File: src/rtdc_pkg.sv
// shared types and constants for the reverser throttle direction controller
// used by rtdc_level_map and the top level; depends on nothing

package rtdc_pkg;

  localparam int SAMPLE_W = 10;
  localparam int LEVEL_W  = 6;
  localparam int SPEED_W  = 8;
  localparam int TIMER_W  = 8;
  localparam int THR_W    = 5;
  localparam int CFG_IDX_W = 3;
  localparam int CFG_DATA_W = 8;

  // lever map: floor(sample * 40 / 1023) - 20
  localparam int ADC_FULL     = 1023;
  localparam int LEVEL_OFFSET = 20;

  localparam logic [CFG_IDX_W-1:0] CFG_UPDATE_INTERVAL     = 3'd0;
  localparam logic [CFG_IDX_W-1:0] CFG_MODE_DELAY          = 3'd1;
  localparam logic [CFG_IDX_W-1:0] CFG_SAMPLE_INTERVAL     = 3'd2;
  localparam logic [CFG_IDX_W-1:0] CFG_RELAY_HOLD          = 3'd3;
  localparam logic [CFG_IDX_W-1:0] CFG_DIRECTION_THRESHOLD = 3'd4;

  localparam logic [TIMER_W-1:0] UPDATE_INTERVAL_RST     = 8'd10;
  localparam logic [TIMER_W-1:0] MODE_DELAY_RST          = 8'd100;
  localparam logic [TIMER_W-1:0] SAMPLE_INTERVAL_RST     = 8'd10;
  localparam logic [TIMER_W-1:0] RELAY_HOLD_RST          = 8'd30;
  localparam logic [THR_W-1:0]   DIRECTION_THRESHOLD_RST = 5'd10;

  typedef enum logic [1:0] {
    MODE_STAT  = 2'd0,
    MODE_LEFT  = 2'd1,
    MODE_RIGHT = 2'd2
  } mode_t;

  typedef enum logic [1:0] {
    DIR_NEUTRAL = 2'd0,
    DIR_LEFT    = 2'd1,
    DIR_RIGHT   = 2'd2
  } dir_t;

endpackage

File: src/rtdc_level_map.sv
// maps a 10-bit lever sample to a signed level in -20..20
// depends on rtdc_pkg

module rtdc_level_map
  import rtdc_pkg::*;
(
  input  logic [SAMPLE_W-1:0]       sample,
  output logic signed [LEVEL_W-1:0] level
);

  logic [15:0] prod;
  logic [5:0]  hi;
  logic [9:0]  lo;
  logic [10:0] fold;
  logic [5:0]  quot;
  logic signed [LEVEL_W:0] lv_wide;

  // x = hi*1024 + lo = hi*1023 + (hi + lo), and hi + lo < 2*1023
  always_comb begin
    prod = ({6'b0, sample} << 5) + ({6'b0, sample} << 3);
    hi   = prod[15:10];
    lo   = prod[9:0];
    fold = {5'b0, hi} + {1'b0, lo};
    quot = hi + ((fold >= 11'(ADC_FULL)) ? 6'd1 : 6'd0);
    lv_wide = $signed({1'b0, quot}) - 7'(LEVEL_OFFSET);
    level = lv_wide[LEVEL_W-1:0];
  end

endmodule

File: src/reverser_throttle_direction_controller.sv
// Reverser lever to throttle direction controller. One request per 10 ms tick carries the
// lever sample and yields one result: throttle speed, a speed-step strobe, the relay drive and
// the mode code. An accepted request is registered, then a single combinational pass updates
// the mode machine and loads the result register, so a request can be taken every cycle while
// m_axis_tready does not stall the output; its result passes from the input register to the
// result register. Registers are written via cfg_we.
// depends on rtdc_pkg and rtdc_level_map

module reverser_throttle_direction_controller
  import rtdc_pkg::*;
(
  input  logic                  clk,
  input  logic                  rst,
  // tdata: reverser_sample[9:0], zeros above
  input  logic [15:0]           s_axis_tdata,
  input  logic                  s_axis_tvalid,
  output logic                  s_axis_tready,
  // tdata: throttle_speed[7:0], speed_changed[8], relay_on[9], mode_code[11:10], zeros above
  output logic [15:0]           m_axis_tdata,
  output logic                  m_axis_tvalid,
  input  logic                  m_axis_tready,
  input  logic                  cfg_we,
  input  logic [CFG_IDX_W-1:0]  cfg_index,
  input  logic [CFG_DATA_W-1:0] cfg_data
);

  logic [TIMER_W-1:0] update_interval, mode_delay, sample_interval, relay_hold;
  logic [THR_W-1:0]   direction_threshold;

  logic                in_valid;
  logic [SAMPLE_W-1:0] in_sample;
  logic                advance;
  logic                step;

  mode_t                     mode;
  logic                      entering;
  logic [TIMER_W-1:0]        pause_timer, ramp_timer;
  logic signed [SPEED_W-1:0] speed;
  logic signed [LEVEL_W-1:0] held_level;
  dir_t                      picked_direction, last_direction;
  logic                      paused, relay;

  mode_t                     mode_next;
  logic                      entering_next;
  logic [TIMER_W-1:0]        pause_timer_next, ramp_timer_next;
  logic signed [SPEED_W-1:0] speed_next;
  logic signed [LEVEL_W-1:0] held_level_next;
  dir_t                      picked_direction_next, last_direction_next;
  logic                      paused_next, relay_next, changed_next;

  logic signed [LEVEL_W-1:0] level;
  logic signed [SPEED_W-1:0] level_ext, target;
  logic signed [LEVEL_W:0]   held_ext, thr_ext;
  logic                      leave;

  rtdc_level_map u_map (
    .sample (in_sample),
    .level  (level)
  );

  assign advance       = !m_axis_tvalid || m_axis_tready;
  assign step          = in_valid && advance;
  assign s_axis_tready = !in_valid || advance;

  always_ff @(posedge clk) begin
    if (rst) begin
      update_interval     <= UPDATE_INTERVAL_RST;
      mode_delay          <= MODE_DELAY_RST;
      sample_interval     <= SAMPLE_INTERVAL_RST;
      relay_hold          <= RELAY_HOLD_RST;
      direction_threshold <= DIRECTION_THRESHOLD_RST;
    end else if (cfg_we) begin
      unique case (cfg_index)
        CFG_UPDATE_INTERVAL:     update_interval     <= cfg_data;
        CFG_MODE_DELAY:          mode_delay          <= cfg_data;
        CFG_SAMPLE_INTERVAL:     sample_interval     <= cfg_data;
        CFG_RELAY_HOLD:          relay_hold          <= cfg_data;
        CFG_DIRECTION_THRESHOLD: direction_threshold <= cfg_data[THR_W-1:0];
        default: ;
      endcase
    end
  end

  // input register
  always_ff @(posedge clk) begin
    if (rst) begin
      in_valid <= 1'b0;
    end else if (s_axis_tvalid && s_axis_tready) begin
      in_valid <= 1'b1;
    end else if (advance) begin
      in_valid <= 1'b0;
    end
    if (s_axis_tvalid && s_axis_tready) begin
      in_sample <= s_axis_tdata[SAMPLE_W-1:0];
    end
  end

  // one tick of the mode machine
  always_comb begin
    mode_next             = mode;
    entering_next         = entering;
    pause_timer_next      = pause_timer;
    ramp_timer_next       = ramp_timer;
    speed_next            = speed;
    held_level_next       = held_level;
    picked_direction_next = picked_direction;
    last_direction_next   = last_direction;
    paused_next           = paused;
    relay_next            = relay;
    changed_next          = 1'b0;
    leave                 = 1'b0;
    level_ext             = {{(SPEED_W-LEVEL_W){level[LEVEL_W-1]}}, level};
    target                = (level_ext <<< 2) + level_ext;
    thr_ext               = $signed({2'b0, direction_threshold});
    held_ext              = '0;

    if (pause_timer_next != '0) pause_timer_next = pause_timer_next - 1'b1;
    if (ramp_timer_next != '0)  ramp_timer_next  = ramp_timer_next - 1'b1;

    if (paused) begin
      if (pause_timer_next == '0) paused_next = 1'b0;
    end else if (mode == MODE_STAT) begin
      if (entering) begin
        picked_direction_next = DIR_NEUTRAL;
        entering_next         = 1'b0;
      end
      if (pause_timer_next == '0) begin
        pause_timer_next = sample_interval;
        held_level_next  = level;
      end
      held_ext = {held_level_next[LEVEL_W-1], held_level_next};
      if (held_ext < -thr_ext) picked_direction_next = DIR_LEFT;
      if (held_ext > thr_ext)  picked_direction_next = DIR_RIGHT;
      if (picked_direction_next != DIR_NEUTRAL) begin
        if (picked_direction_next != last_direction) relay_next = 1'b1;
        if (ramp_timer_next == '0) leave = 1'b1;
      end else begin
        ramp_timer_next = relay_hold;
      end
      if (leave) begin
        relay_next          = 1'b0;
        last_direction_next = picked_direction_next;
        entering_next       = 1'b1;
        if (mode_delay != '0) begin
          paused_next      = 1'b1;
          pause_timer_next = mode_delay;
        end
        mode_next = (picked_direction_next == DIR_LEFT) ? MODE_LEFT : MODE_RIGHT;
      end
    end else begin
      if (entering) begin
        ramp_timer_next = '0;
        entering_next   = 1'b0;
      end
      if (ramp_timer_next == '0) begin
        ramp_timer_next = update_interval;
        if (target < speed)      speed_next = speed - 8'sd1;
        else if (target > speed) speed_next = speed + 8'sd1;
        changed_next = (speed_next != speed);
      end
      if (speed_next == '0) begin
        entering_next = 1'b1;
        if (mode_delay != '0) begin
          paused_next      = 1'b1;
          pause_timer_next = mode_delay;
        end
        mode_next = MODE_STAT;
      end
    end
  end

  always_ff @(posedge clk) begin
    if (rst) begin
      mode             <= MODE_STAT;
      entering         <= 1'b1;
      pause_timer      <= '0;
      ramp_timer       <= '0;
      speed            <= '0;
      held_level       <= '0;
      picked_direction <= DIR_NEUTRAL;
      last_direction   <= DIR_LEFT;
      paused           <= 1'b0;
      relay            <= 1'b0;
      m_axis_tvalid    <= 1'b0;
    end else begin
      if (step) begin
        mode             <= mode_next;
        entering         <= entering_next;
        pause_timer      <= pause_timer_next;
        ramp_timer       <= ramp_timer_next;
        speed            <= speed_next;
        held_level       <= held_level_next;
        picked_direction <= picked_direction_next;
        last_direction   <= last_direction_next;
        paused           <= paused_next;
        relay            <= relay_next;
        m_axis_tvalid    <= 1'b1;
      end else if (m_axis_tready) begin
        m_axis_tvalid    <= 1'b0;
      end
    end
    if (step) begin
      m_axis_tdata <= {4'b0, mode_next, relay_next, changed_next, speed_next};
    end
  end

`ifndef SYNTHESIS
  // the relay only pulses while choosing a direction
  assert property (@(posedge clk) disable iff (rst) (mode != MODE_STAT) |-> !relay)
    else $error("relay energised while moving");

  // moving always ends at standstill, so stationary means zero speed
  assert property (@(posedge clk) disable iff (rst) (mode == MODE_STAT) |-> (speed == '0))
    else $error("nonzero speed while stationary");

  assert property (@(posedge clk) disable iff (rst)
                   (speed <= 8'sd100) && (speed >= -8'sd100))
    else $error("speed out of range");

  // a pause is only kept while its timer still runs
  assert property (@(posedge clk) disable iff (rst) paused |-> (pause_timer != '0))
    else $error("pause held with expired timer");
`endif

endmodule
File: config.mk
export PLATFORM = sky130hd
export DESIGN_NAME = reverser_throttle_direction_controller
export DESIGN_NICKNAME = d
export VERILOG_FILES = /design/src/rtdc_pkg.sv /design/src/rtdc_level_map.sv /design/src/reverser_throttle_direction_controller.sv
export SDC_FILE = /design/constraint.sdc
export NUM_CORES = 1
export LEC_CHECK = 0
export ABC_AREA = 1
export BUFFER_PORTS_ARGS = -buffer_cell sky130_fd_sc_hd__buf_2
export CORE_ASPECT_RATIO = 1.2
export CORE_UTILIZATION = 60
export CTS_CLUSTER_SIZE = 10
export DETAILED_ROUTE_END_ITERATION = 10
export PLACE_DENSITY = 0.77
export SYNTH_ARGS = -nofsm -noshare
export SYNTH_HDL_FRONTEND = slang
export SYNTH_SLANG_ARGS = --single-unit
File: constraint.sdc
create_clock -name clk -period 7.5 [get_ports clk]
set_input_delay 0.375 -clock clk [delete_from_list [all_inputs] [get_ports clk]]
set_output_delay 0.375 -clock clk [all_outputs]
set_load 0.02 [all_outputs]
* Word-level counts from Yosys, hierarchy flattened
Index checks and enable logic that the tools add are counted.
** Storage, ports and cells
- Bits in registers :: 100
- Word-level logic and storage cells :: 133
** Operators by class
- Equal/unequal tests :: 7
- Reductions and logical operators :: 27
- Add/sub/neg operators :: 10
- Mux-type cells :: 62
- Bitwise gates (word level) :: 2
- Magnitude comparators :: 5
** Operators with widths (number)
- 8-bit 2-to-1 mux :: 26
- 8-bit logical NOT :: 4
- 8-bit nonzero test :: 3
- 1-bit 2-to-1 mux :: 23
- 2-bit 2-to-1 mux :: 10
- 6-bit 2-to-1 mux :: 3
- 15-bit by 13-bit adder with 16-bit output :: 1
- 8-bit by 1-bit subtractor with 8-bit output, second input constant :: 2
- 2-bit AND reduction :: 6
- 6-bit by 10-bit adder with 11-bit output :: 1
- 11-bit by 10-bit >= comparator with 1-bit output, second input constant :: 1
- 8-bit by 2-bit adder with 8-bit output, second input constant :: 1
- 8-bit by 6-bit adder with 8-bit output :: 1
- 8-bit > comparator :: 1
- 8-bit less-than comparator :: 1
- 8-bit inequality test :: 1
- 8-bit by 2-bit subtractor with 8-bit output, second input constant :: 1
- 6-bit by 7-bit less-than comparator with 1-bit output :: 1
- 5-bit negator with 7-bit output :: 1
- 6-bit by 1-bit adder with 6-bit output :: 1
- 3-bit by 2-bit equality test with 1-bit output, second input constant :: 2
- 6-bit > comparator :: 1
- 2-bit nonzero test :: 3
- 6-bit by 5-bit subtractor with 6-bit output, second input constant :: 1
- 13 further kinds :: 17

* Logic depth before layout (Yosys ltp)
Gate-level depths: netlist (run 1).
- Word-level depth :: 21
- Gate-level depth with buffers :: 53
- Gate-level depth less buffers :: 53

* Modules after synthesis
Synthesis (run 1) repeated with hierarchy kept, for this count alone.
** Second synthesis, totals
- Cells, all modules :: 1133
- Area, all modules :: 7378.3 um^2
** Modules (own cells, without submodules)
- reverser_throttle_direction_controller :: cells an instance 977, instances 1, area an instance 6547.5 um^2
- rtdc_level_map :: cells an instance 156, instances 1, area an instance 830.8 um^2

* Worst setup path before layout (run 1)
Ideal clock, no wire load.
- Path type :: flip-flop to flip-flop
- Start point :: register in_sample[0]
- End point :: register pause_timer[0]
- Clock period less this slack :: 6.274 ns
- Buffers on the path :: 0
- Cell stages (with the launch flop) :: 47
- Data arrival time :: 6.165 ns
- Slack :: 1.226 ns
- Cell sequence :: edfxtp_1 > ha_1 > inv_1 > fa_1 > inv_1 > nand3_1 > nand2_1 > nand2_1 > nand2_1 > nand2_1 > nand2_1 > inv_1 > ha_1 > fa_1 > nand3_1 > nor3_1 > a21o_1 > o311ai_0 > [11 not listed] > nand2_1 > nand3_1 > nand2_1 > nand2_2 > nand2_2 > or2_2 > nand2_1 > nand2_1 > nand2_1 > nand2_1 > nor2_2 > nand3_2 > nand2_4 > nand3_4 > nand2_1 > nand3_1 > nand2_1 > inv_1
** On the way
- Word-level cells in the longest chain between the ends :: 21
** RTL lines
- from (decl) :: line reverser_throttle_direction_controller.sv:31 : logic [SAMPLE_W-1:0] in_sample;
- from (signal assigned) :: line reverser_throttle_direction_controller.sv:94 : in_sample <= s_axis_tdata[SAMPLE_W-1:0];
- 15-bit by 13-bit adder with 16-bit output (*) :: line rtdc_level_map.sv:20 : prod = ({6'b0, sample} << 5) + ({6'b0, sample} << 3);
- 6-bit by 10-bit adder with 11-bit output :: line rtdc_level_map.sv:23 : fold = {5'b0, hi} + {1'b0, lo};
- 11-bit by 10-bit >= comparator with 1-bit output :: line rtdc_level_map.sv:24 : quot = hi + ((fold >= 11'(ADC_FULL)) ? 6'd1 : 6'd0);
- 1-bit 2-to-1 mux :: line rtdc_level_map.sv:24
- 6-bit by 1-bit adder with 6-bit output (*) :: line rtdc_level_map.sv:24
- 6-bit by 5-bit subtractor with 6-bit output (*) :: line rtdc_level_map.sv:25 : lv_wide = $signed({1'b0, quot}) - 7'(LEVEL_OFFSET);
- parallel branches: the longest is 13 deep, another holds 8-bit by 6-bit adder with 8-bit output
- 8-bit 2-to-1 mux (*) :: line reverser_throttle_direction_controller.sv:122 : end else if (mode == MODE_STAT) begin
- 8-bit 2-to-1 mux (*) :: line reverser_throttle_direction_controller.sv:120 : if (paused) begin
- to (signal assigned) :: line reverser_throttle_direction_controller.sv:189 : pause_timer <= pause_timer_next;
- to (decl) :: line reverser_throttle_direction_controller.sv:37 : logic [TIMER_W-1:0] pause_timer, ramp_timer;
Every way passes the cells marked *. The select of a mux whose other input is x is not followed.
A chain may end at the register's enable or synchronous reset.

* Worst setup path after layout (run 1)
- Start point :: register in_sample[2]
- End point :: register pause_timer[6]
The elaborated chain is that of the path after synthesis.

==> results of run 1 <==
worst reg2reg max path, delay by kind of cell (launching register included):
family / cells / cell delay [ns]
xor gates and xnor gates: 1 / 0.15
AOI/OAI and AO/OA: 4 / 0.67
and+or+nand+nor: 27 / 2.93
adders and majority gates: 7 / 2.09
DFF: 1 / 0.42
buffers and inverters: 7 / 0.59
layer usage:
metal,GRT usage,part of all wire
met1,0.356,0.44
met4,0.0734,0.014
met2,0.501,0.50
met5,0,0
met3,0.0344,0.048
power groups by stage:
stage | combinational [mW] | sequential [mW] | clock (mW)
final | 1.33 | 0.656 | 0.466
after CTS | 1.25 | 0.656 | 0.471
after global routing | 1.52 | 0.663 | 0.494
after floorplan | 1.03 | 0.660 | 0
after global placement | 1.22 | 0.666 | 0
after detailed placement | 1.24 | 0.667 | 0
flip-flops by register name (all words and copies together), names as in the netlist, 8 cells and up:
register         cells
m_axis_tdata        12
relay_hold           8
speed                8
pause_timer          8
update_interval      8
in_sample           10
sample_interval      8
ramp_timer           8
mode_delay           8
cells in the final DEF (no fill, tap or decap), types with 4 or more instances in the layout:
cell	Yosys	final
nand2_1	283	276
inv_1	147	147
nor2_1	100	98
nand3_1	81	78
dfxtp_1	78	78
o21ai_0	68	67
a21oi_1	57	57
ha_1	43	40
buf_2	4	39
nand4_1	31	31
edfxtp_1	22	22
xor2_1	16	15
o211ai_1	14	14
nand2_2	7	13
buf_4	6	13
nand3_2	7	9
clkbuf_16	0	9
nor3_1	8	7
nor2_2	5	6
inv_2	4	4
nand2_4	2	4
conb_1	1	4
cells in the mapped netlist (2+ instances only):
| library cell | number | area (sq um) |
|---|---|---|
| o22ai_1 | 2 | 12.5 |
| a21o_1 | 2 | 15.0 |
| dfxtp_1 | 78 | 1560 |
| xor2_1 | 16 | 140 |
| xnor2_1 | 2 | 17.5 |
| fa_1 | 2 | 40.0 |
| a21oi_1 | 57 | 285 |
| inv_1 | 147 | 552 |
| nor2_1 | 100 | 375 |
| or2_2 | 4 | 25.0 |
| buf_4 | 6 | 45.0 |
| ha_1 | 43 | 538 |
| nand2_2 | 7 | 43.8 |
| nor4_1 | 2 | 12.5 |
| inv_2 | 4 | 15.0 |
| clkbuf_1 | 20 | 75.1 |
| a211oi_1 | 2 | 15.0 |
| nand2_1 | 283 | 1060 |
| nand2_4 | 2 | 22.5 |
| o211ai_1 | 14 | 105 |
| buf_2 | 4 | 20.0 |
| edfxtp_1 | 22 | 661 |
| nor2_2 | 5 | 31.3 |
| nand3_4 | 2 | 35.0 |
| nand3_1 | 81 | 405 |
| buf_8 | 2 | 30.0 |
| nand4_1 | 31 | 194 |
| clkinv_1 | 2 | 7.51 |
| nor3_1 | 8 | 40.0 |
| o21ai_0 | 68 | 340 |
| nor2_4 | 2 | 22.5 |
| nand3_2 | 7 | 70.1 |
how the worst max path moves through the flow:
stage | slack (ns) | cells after the start | to | startpoint
final | 0.59 | 46 | pause_timer[6] | in_sample[2]
after CTS | 0.33 | 45 | pause_timer[6] | in_sample[0]
after floorplan | 1.23 | 46 | pause_timer[0] | in_sample[0]
after detailed placement | 0.39 | 45 | pause_timer[6] | in_sample[0]
after global placement | 0.43 | 45 | pause_timer[6] | in_sample[0]
after global routing | -0.05 | 52 | pause_timer[4] | in_sample[2]
cell families (layout without fill, tap and decap cells):
| logic type | after synthesis | in the layout | synth area share |
|---|---|---|---|
| AOI/OAI and AO/OA | 155 | 155 | 0.123 |
| xor gates and xnor gates | 18 | 18 | 0.0226 |
| adders and majority gates | 45 | 45 | 0.0829 |
| buffers and inverters | 186 | 222 | 0.108 |
| DFF | 100 | 100 | 0.319 |
| muxes | 1 | 1 | 0.00144 |
| other | 1 | 4 | 0.000538 |
| and+or+nand+nor | 539 | 540 | 0.343 |
per-stage QoR:
step                      area, sq um  std cells  setup TNS, ns
final                            7710       1239              0
after floorplan                  6980       1048              0
after detailed placement         7210       1210              0
after CTS                        7500       1226              0
after global routing             7710       1239         -0.239
after global placement           7210       1210              0
repair_timing:
| item | in CTS | in global routing |
|---|---|---|
| setup endpoints to repair | 0 | 17 |
| hold buffers | 0 | 0 |
| resized for setup | 0 | 30 |
| buffers inserted | 0 | 12 |
cell type report:
type                            instances  area [sq um]  share of cell area
Tap cell                              154           193              0.0250
Inverter                              153           574              0.0744
Timing Repair Buffer                   53           304              0.0394
Clock buffer                           10           229              0.0297
Clock inverter                          6          63.8             0.00827
Multi-Input combinational cell        763          4130               0.535
Sequential cell                       100          2220               0.288
==> out/metrics.yaml, run 1 <==
run_status: "complete, no violations"
power.internal_mw: 1.33
worst_skew_pair.late_latency_ns: 0.35
critPathCaptureType: "flip-flop"
count_of_flip_flops_with_a_built_in_enable_after_synthesis: 22
irDropWorstVdd_mv: 0.178
synth.avg_cell_area_sq_um: 6.67
cts_made_buffers: 9
cp_num_buf_inv: 7
cts.sink_count: 100
report.final.setup_viol: 0
cts_tree: "yes"
placement_rows: 42
reg2reg_to: "pause_timer[6]"
worstHoldEndpoint: "in_sample[5]"
timing.critical_path.slowest_stage_cell: "fa_1"
vias_per_cell: 5.36
cp.arrival_ns: 7.21
overflow: 0
gr-usage-all-layers: 0.281
reg2reg_slack_ns: 0.59
yosys_most_used_dff: "dfxtp_1"
asyncSetResetFlopFracSynth: 0
floorplan.initialDensity: 0.623
first_pass_grt_wire_length_mm: 27.3
drt_pass_1_iters: 5
class_of_the_tightest_hold_or_removal_check: "input port to flip-flop"
timing.critical_path.mode_cell: "nand2_1"
ys_ff_latch: 100
design.die.area_sq_um: 12100
post-dp-hpwl_mm: 11.8
remaining_drc_errors: 0
critical_path_required_ns: 7.80
yosys.cell_types.count: 50
netlist_instances: 1045
finalHoldWorstSlack_ns: 0.197
synth-warning-count: 0
finalWeightedCongestion: 0.868
swShare: 0.457
htreeDepth: 3
area_growth_syn_to_layout_pct: 10.6
psw_mw: 1.12
route.antenna.remaining_nets: 0
timing.final.ws_setup_ns: 0.586
grt_pass1_vias: 6087
ios: 50
worstHoldPathCells: 1
fmax_ghz: 0.145
power.share.sequential: 0.268
post-route-min-period_ns: 6.91
initial_drc_count: 351
cpPeakStageDelay_ns: 0.48
synth-seq-area-share: 0.319
source_of_the_worst_hold_timing_path: "s_axis_tdata[5]"
route.detailed.wl_per_inst_microns: 13.2
final.setup_skew_ns: 0.00795
finalCritPeriodShare: 0.922
grt_start_max_net_pins: 57
crit_path_max_fanout: 7
startpoint_type: "flip-flop"
portBuffers: 39
clock_tree.buffer_depth: 2
tightestPinTransition_ns: 1.10
synthesis.area_sq_um: 6970
antenna_cells_inserted: 0
p_total_mw: 2.45
final_nets: 1157
critPathKind: "flip-flop to flip-flop"
clock_slew_at_the_register_clock_pins_of_the_worst_setup_and_hold_paths_ns: 0.07
die_h_microns: 120
finalWirelength_mm: 16.3
worst_path_dominant_cell_family: "simple AND/OR/NAND/NOR gates"
p_leak_nw: 3.94
hold_viol_final: 0
power_density_over_the_cells_nw_per_um2: 318
placement.setup.worst_slack_ns: 0.388
layout.core_utilization: 0.689
design.core.area_sq_um: 11200
drive_gt1_frac: 0.113
power_frac_comb: 0.543
timing_max_transition_violations_final: 0
reg2regPathDepth: 46
detailroute.via_count: 6637
drv.max_cap_violation_count: 0
cts.root.buffer_cell: "clkbuf_16"
initial_antenna_violation_count: 0
clkPwrFrac: 0.190
fp.dieW_microns: 100
maxSlewHeadroom: 0.267
regToRegStartpoint: "in_sample[2]"
final.fill_count: 1018
No activity file was read; power rests on OpenSTA's default activity.
==> inputs of run 2 (changes only) <==
- CORE_MARGIN: default -> 5
- CTS_CLUSTER_DIAMETER: default -> 120
==> run 2 against run 1 <==
  * First-iteration DRC count up 13%
  * Largest power group unchanged
  * Highest routed layer unchanged
  * Register-to-register slack worse by 0.08 ns
  * Cell area about the same
  * Final cell count up 0.40%
==> out/metrics.yaml, run 2 (synthesized netlist as in run 1, its figures left out) <==
gr-usage-all-layers: 0.241  # was 0.281
design.die.area_sq_um: 13900  # was 12,100 sq um
worstHoldPathCells: 1  # unchanged
maxSlewHeadroom: 0.257  # was 0.267
design.core.area_sq_um: 11500  # was 11,200 sq um
met3_layer_wire_length_in_the_routed_design_microns: 737  # was 788 microns
grt_start_max_net_pins: 57  # unchanged
critical_path_required_ns: 7.79  # was 7.80 ns
initial_drc_count: 398  # was 351
timing.critical_path.slowest_stage_cell: "fa_1"  # unchanged
reg2regPathDepth: 51  # was 46
first_pass_grt_wire_length_mm: 27.5  # was 27.3 mm
crit_path_max_fanout: 9  # was 7
detailroute.via_count: 6725  # was 6,637
worst_path_dominant_cell_family: "simple AND/OR/NAND/NOR gates"  # unchanged
source_of_the_worst_hold_timing_path: "s_axis_tdata[6]"  # was s_axis_tdata[5]
post-dp-hpwl_mm: 11.8  # about the same
fp.dieW_microns: 108  # was 100 microns
remaining_drc_errors: 0  # unchanged
vias_per_cell: 5.41  # was 5.36
routedLengthMet1_mm: 7.32  # was 7.14 mm
largest_register_ff_count: 12  # unchanged
clock_slew_at_the_register_clock_pins_of_the_worst_setup_and_hold_paths_ns: 0.07  # about the same
hold_viol_final: 0  # unchanged
largest_register: "m_axis_tdata"  # unchanged
critPathKind: "flip-flop to flip-flop"  # unchanged
startpoint_type: "flip-flop"  # unchanged
layout.cells.most_common_list: "nand2_1 (275), inv_1 (147), nor2_1 (98)"  # was nand2_1 (276), inv_1 (147), nor2_1 (98)
initial_antenna_violation_count: 0  # unchanged
run_status: "complete, no violations"  # unchanged
largest_registers: "m_axis_tdata: 12 flops, in_sample: 10 flops"  # unchanged
fmax_ghz: 0.143  # was 0.145 GHz
worstHoldEndpoint: "in_sample[6]"  # was in_sample[5]
placement.setup.worst_slack_ns: 0.286  # was 0.388 ns
class_of_the_tightest_hold_or_removal_check: "input port to flip-flop"  # unchanged
worst_skew_pair.late_latency_ns: 0.35  # about the same
tightestPinTransition_ns: 1.11  # was 1.10 ns
cp.arrival_ns: 7.29  # was 7.21 ns
drt_pass_1_iters: 5  # unchanged
post-route-min-period_ns: 7.00  # was 6.91 ns
finalWeightedCongestion: 0.927  # was 0.868
p_total_mw: 2.42  # was 2.45 mW
floorplan.initialDensity: 0.608  # was 0.623
cts_tree: "yes"  # unchanged
irDropWorstVdd_mv: 0.231  # was 0.178 mV
route.detailed.wl_per_inst_microns: 13.4  # was 13.2 microns
route.antenna.remaining_nets: 0  # unchanged
cts.sink_count: 100  # unchanged
grt_pass1_vias: 6025  # was 6,087
reg2reg_to: "pause_timer[5]"  # was pause_timer[6]
clock_tree.buffer_depth: 2  # unchanged
wl_met2_mm: 8.27  # was 8.18 mm
power_density_over_the_cells_nw_per_um2: 314  # was 318 nW/um^2
finalCritPeriodShare: 0.933  # was 0.922
routed.top_layer: "met4"  # unchanged
antenna_cells_inserted: 0  # unchanged
report.final.setup_viol: 0  # unchanged
timing.critical_path.mode_cell: "nand2_1"  # unchanged
cts.root.buffer_cell: "clkbuf_16"  # unchanged
timing_max_transition_violations_final: 0  # unchanged
regToRegStartpoint: "in_sample[2]"  # unchanged
die_h_microns: 128  # was 120 microns
portBuffers: 39  # unchanged
placedInstanceArea_sq_um: 7210  # about the same
final.setup_skew_ns: 0.00735  # was 0.00795 ns
finalWirelength_mm: 16.6  # was 16.3 mm
cpPeakStageDelay_ns: 0.47  # was 0.48 ns
design_area_sq_um: 7710  # about the same
reg2reg_slack_ns: 0.50  # was 0.59 ns
p_leak_nw: 3.92  # was 3.94 nW
critPathCaptureType: "flip-flop"  # unchanged
placement_rows: 43  # was 42
mostFrequentLayoutCell: "nand2_1"  # unchanged
area_growth_syn_to_layout_pct: 10.6  # about the same
htreeDepth: 3  # unchanged
drive_gt1_frac: 0.121  # was 0.113
ctsHoldBuffers: 0  # unchanged
final_nets: 1159  # was 1,157
cp_num_buf_inv: 8  # was 7
cts_made_buffers: 9  # unchanged
overflow: 0  # unchanged
ios: 50  # unchanged
drv.max_cap_violation_count: 0  # unchanged
timing.final.ws_setup_ns: 0.502  # was 0.586 ns
[run 2: changes by cell type in the layout (fill, tap and decap cells not counted), moves of 2 or more]
cell / before / now
buf_4: 13 / 16
ha_2: 1 / 5
clkinvlp_4: 1 / 3
ha_1: 40 / 37
[run 2: power breakdown]
part / leakage (nW) / total, mW / switching, mW / internal (mW)
registers: 0.850 / 0.657 / 0.0497 / 0.607
clock network: 0.125 / 0.431 / 0.206 / 0.225
logic: 2.95 / 1.34 / 0.866 / 0.470
[run 2: area by class of cell]
cell class,count,area (sq um)
well taps,157,196
flip-flops and latches,100,2220
clock buffers,10,229
inverters,153,574
fillers,1071,3750
clock inverters,6,41.3
multi-input cells,763,4130
repair buffers,55,315
[run 2: worst max-delay path by stage]
| stage | start | end | cells after the start |
|---|---|---|---|
| 2_1_floorplan | in_sample[0] | pause_timer[0] | 46 |
| 3_3_place_gp | in_sample[0] | pause_timer[4] | 46 |
| 3_5_place_dp | in_sample[2] | pause_timer[4] | 45 |
| 4_1_cts | in_sample[0] | pause_timer[4] | 45 |
| 5_1_grt | in_sample[0] | pause_timer[6] | 51 |
| 6_report | in_sample[2] | pause_timer[5] | 51 |
[run 2: worst reg2reg max path, delay by kind of cell, from the launching register on]
family                     cells  cell delay [ns]
buffers and inverters          8             0.55
and+or+nand+nor               32             3.39
DFF                            1             0.37
AOI/OAI and AO/OA              3             0.55
adders and majority gates      7             1.91
xor gates and xnor gates       1             0.15
[run 2: routing by layer]
| layer | track usage | up-vias |
|---|---|---|
| met1 | 0.313 | 3068 |
| met2 | 0.422 | 166 |
| li1 | - | 3466 |
| met5 | 0 | - |
| met4 | 0.0669 | 0 |
| met3 | 0.0262 | 25 |
[run 2: per-stage QoR]
step                setup TNS (ns)  hold WS [ns]   util  instances
detailed placement               0         0.446  0.629       1213
CTS                              0         0.190  0.653       1229
floorplan                        0         0.424      -       1048
global route                -0.485         0.188  0.673       1244
finish                           0         0.196  0.673       1244
global placement                 0         0.442  0.629       1213
[run 2: what timing repair did]
action / in CTS / in global routing
endpoints found under the setup margin: 0 / 15
buffers inserted: 0 / 14
gates resized for setup: 0 / 31
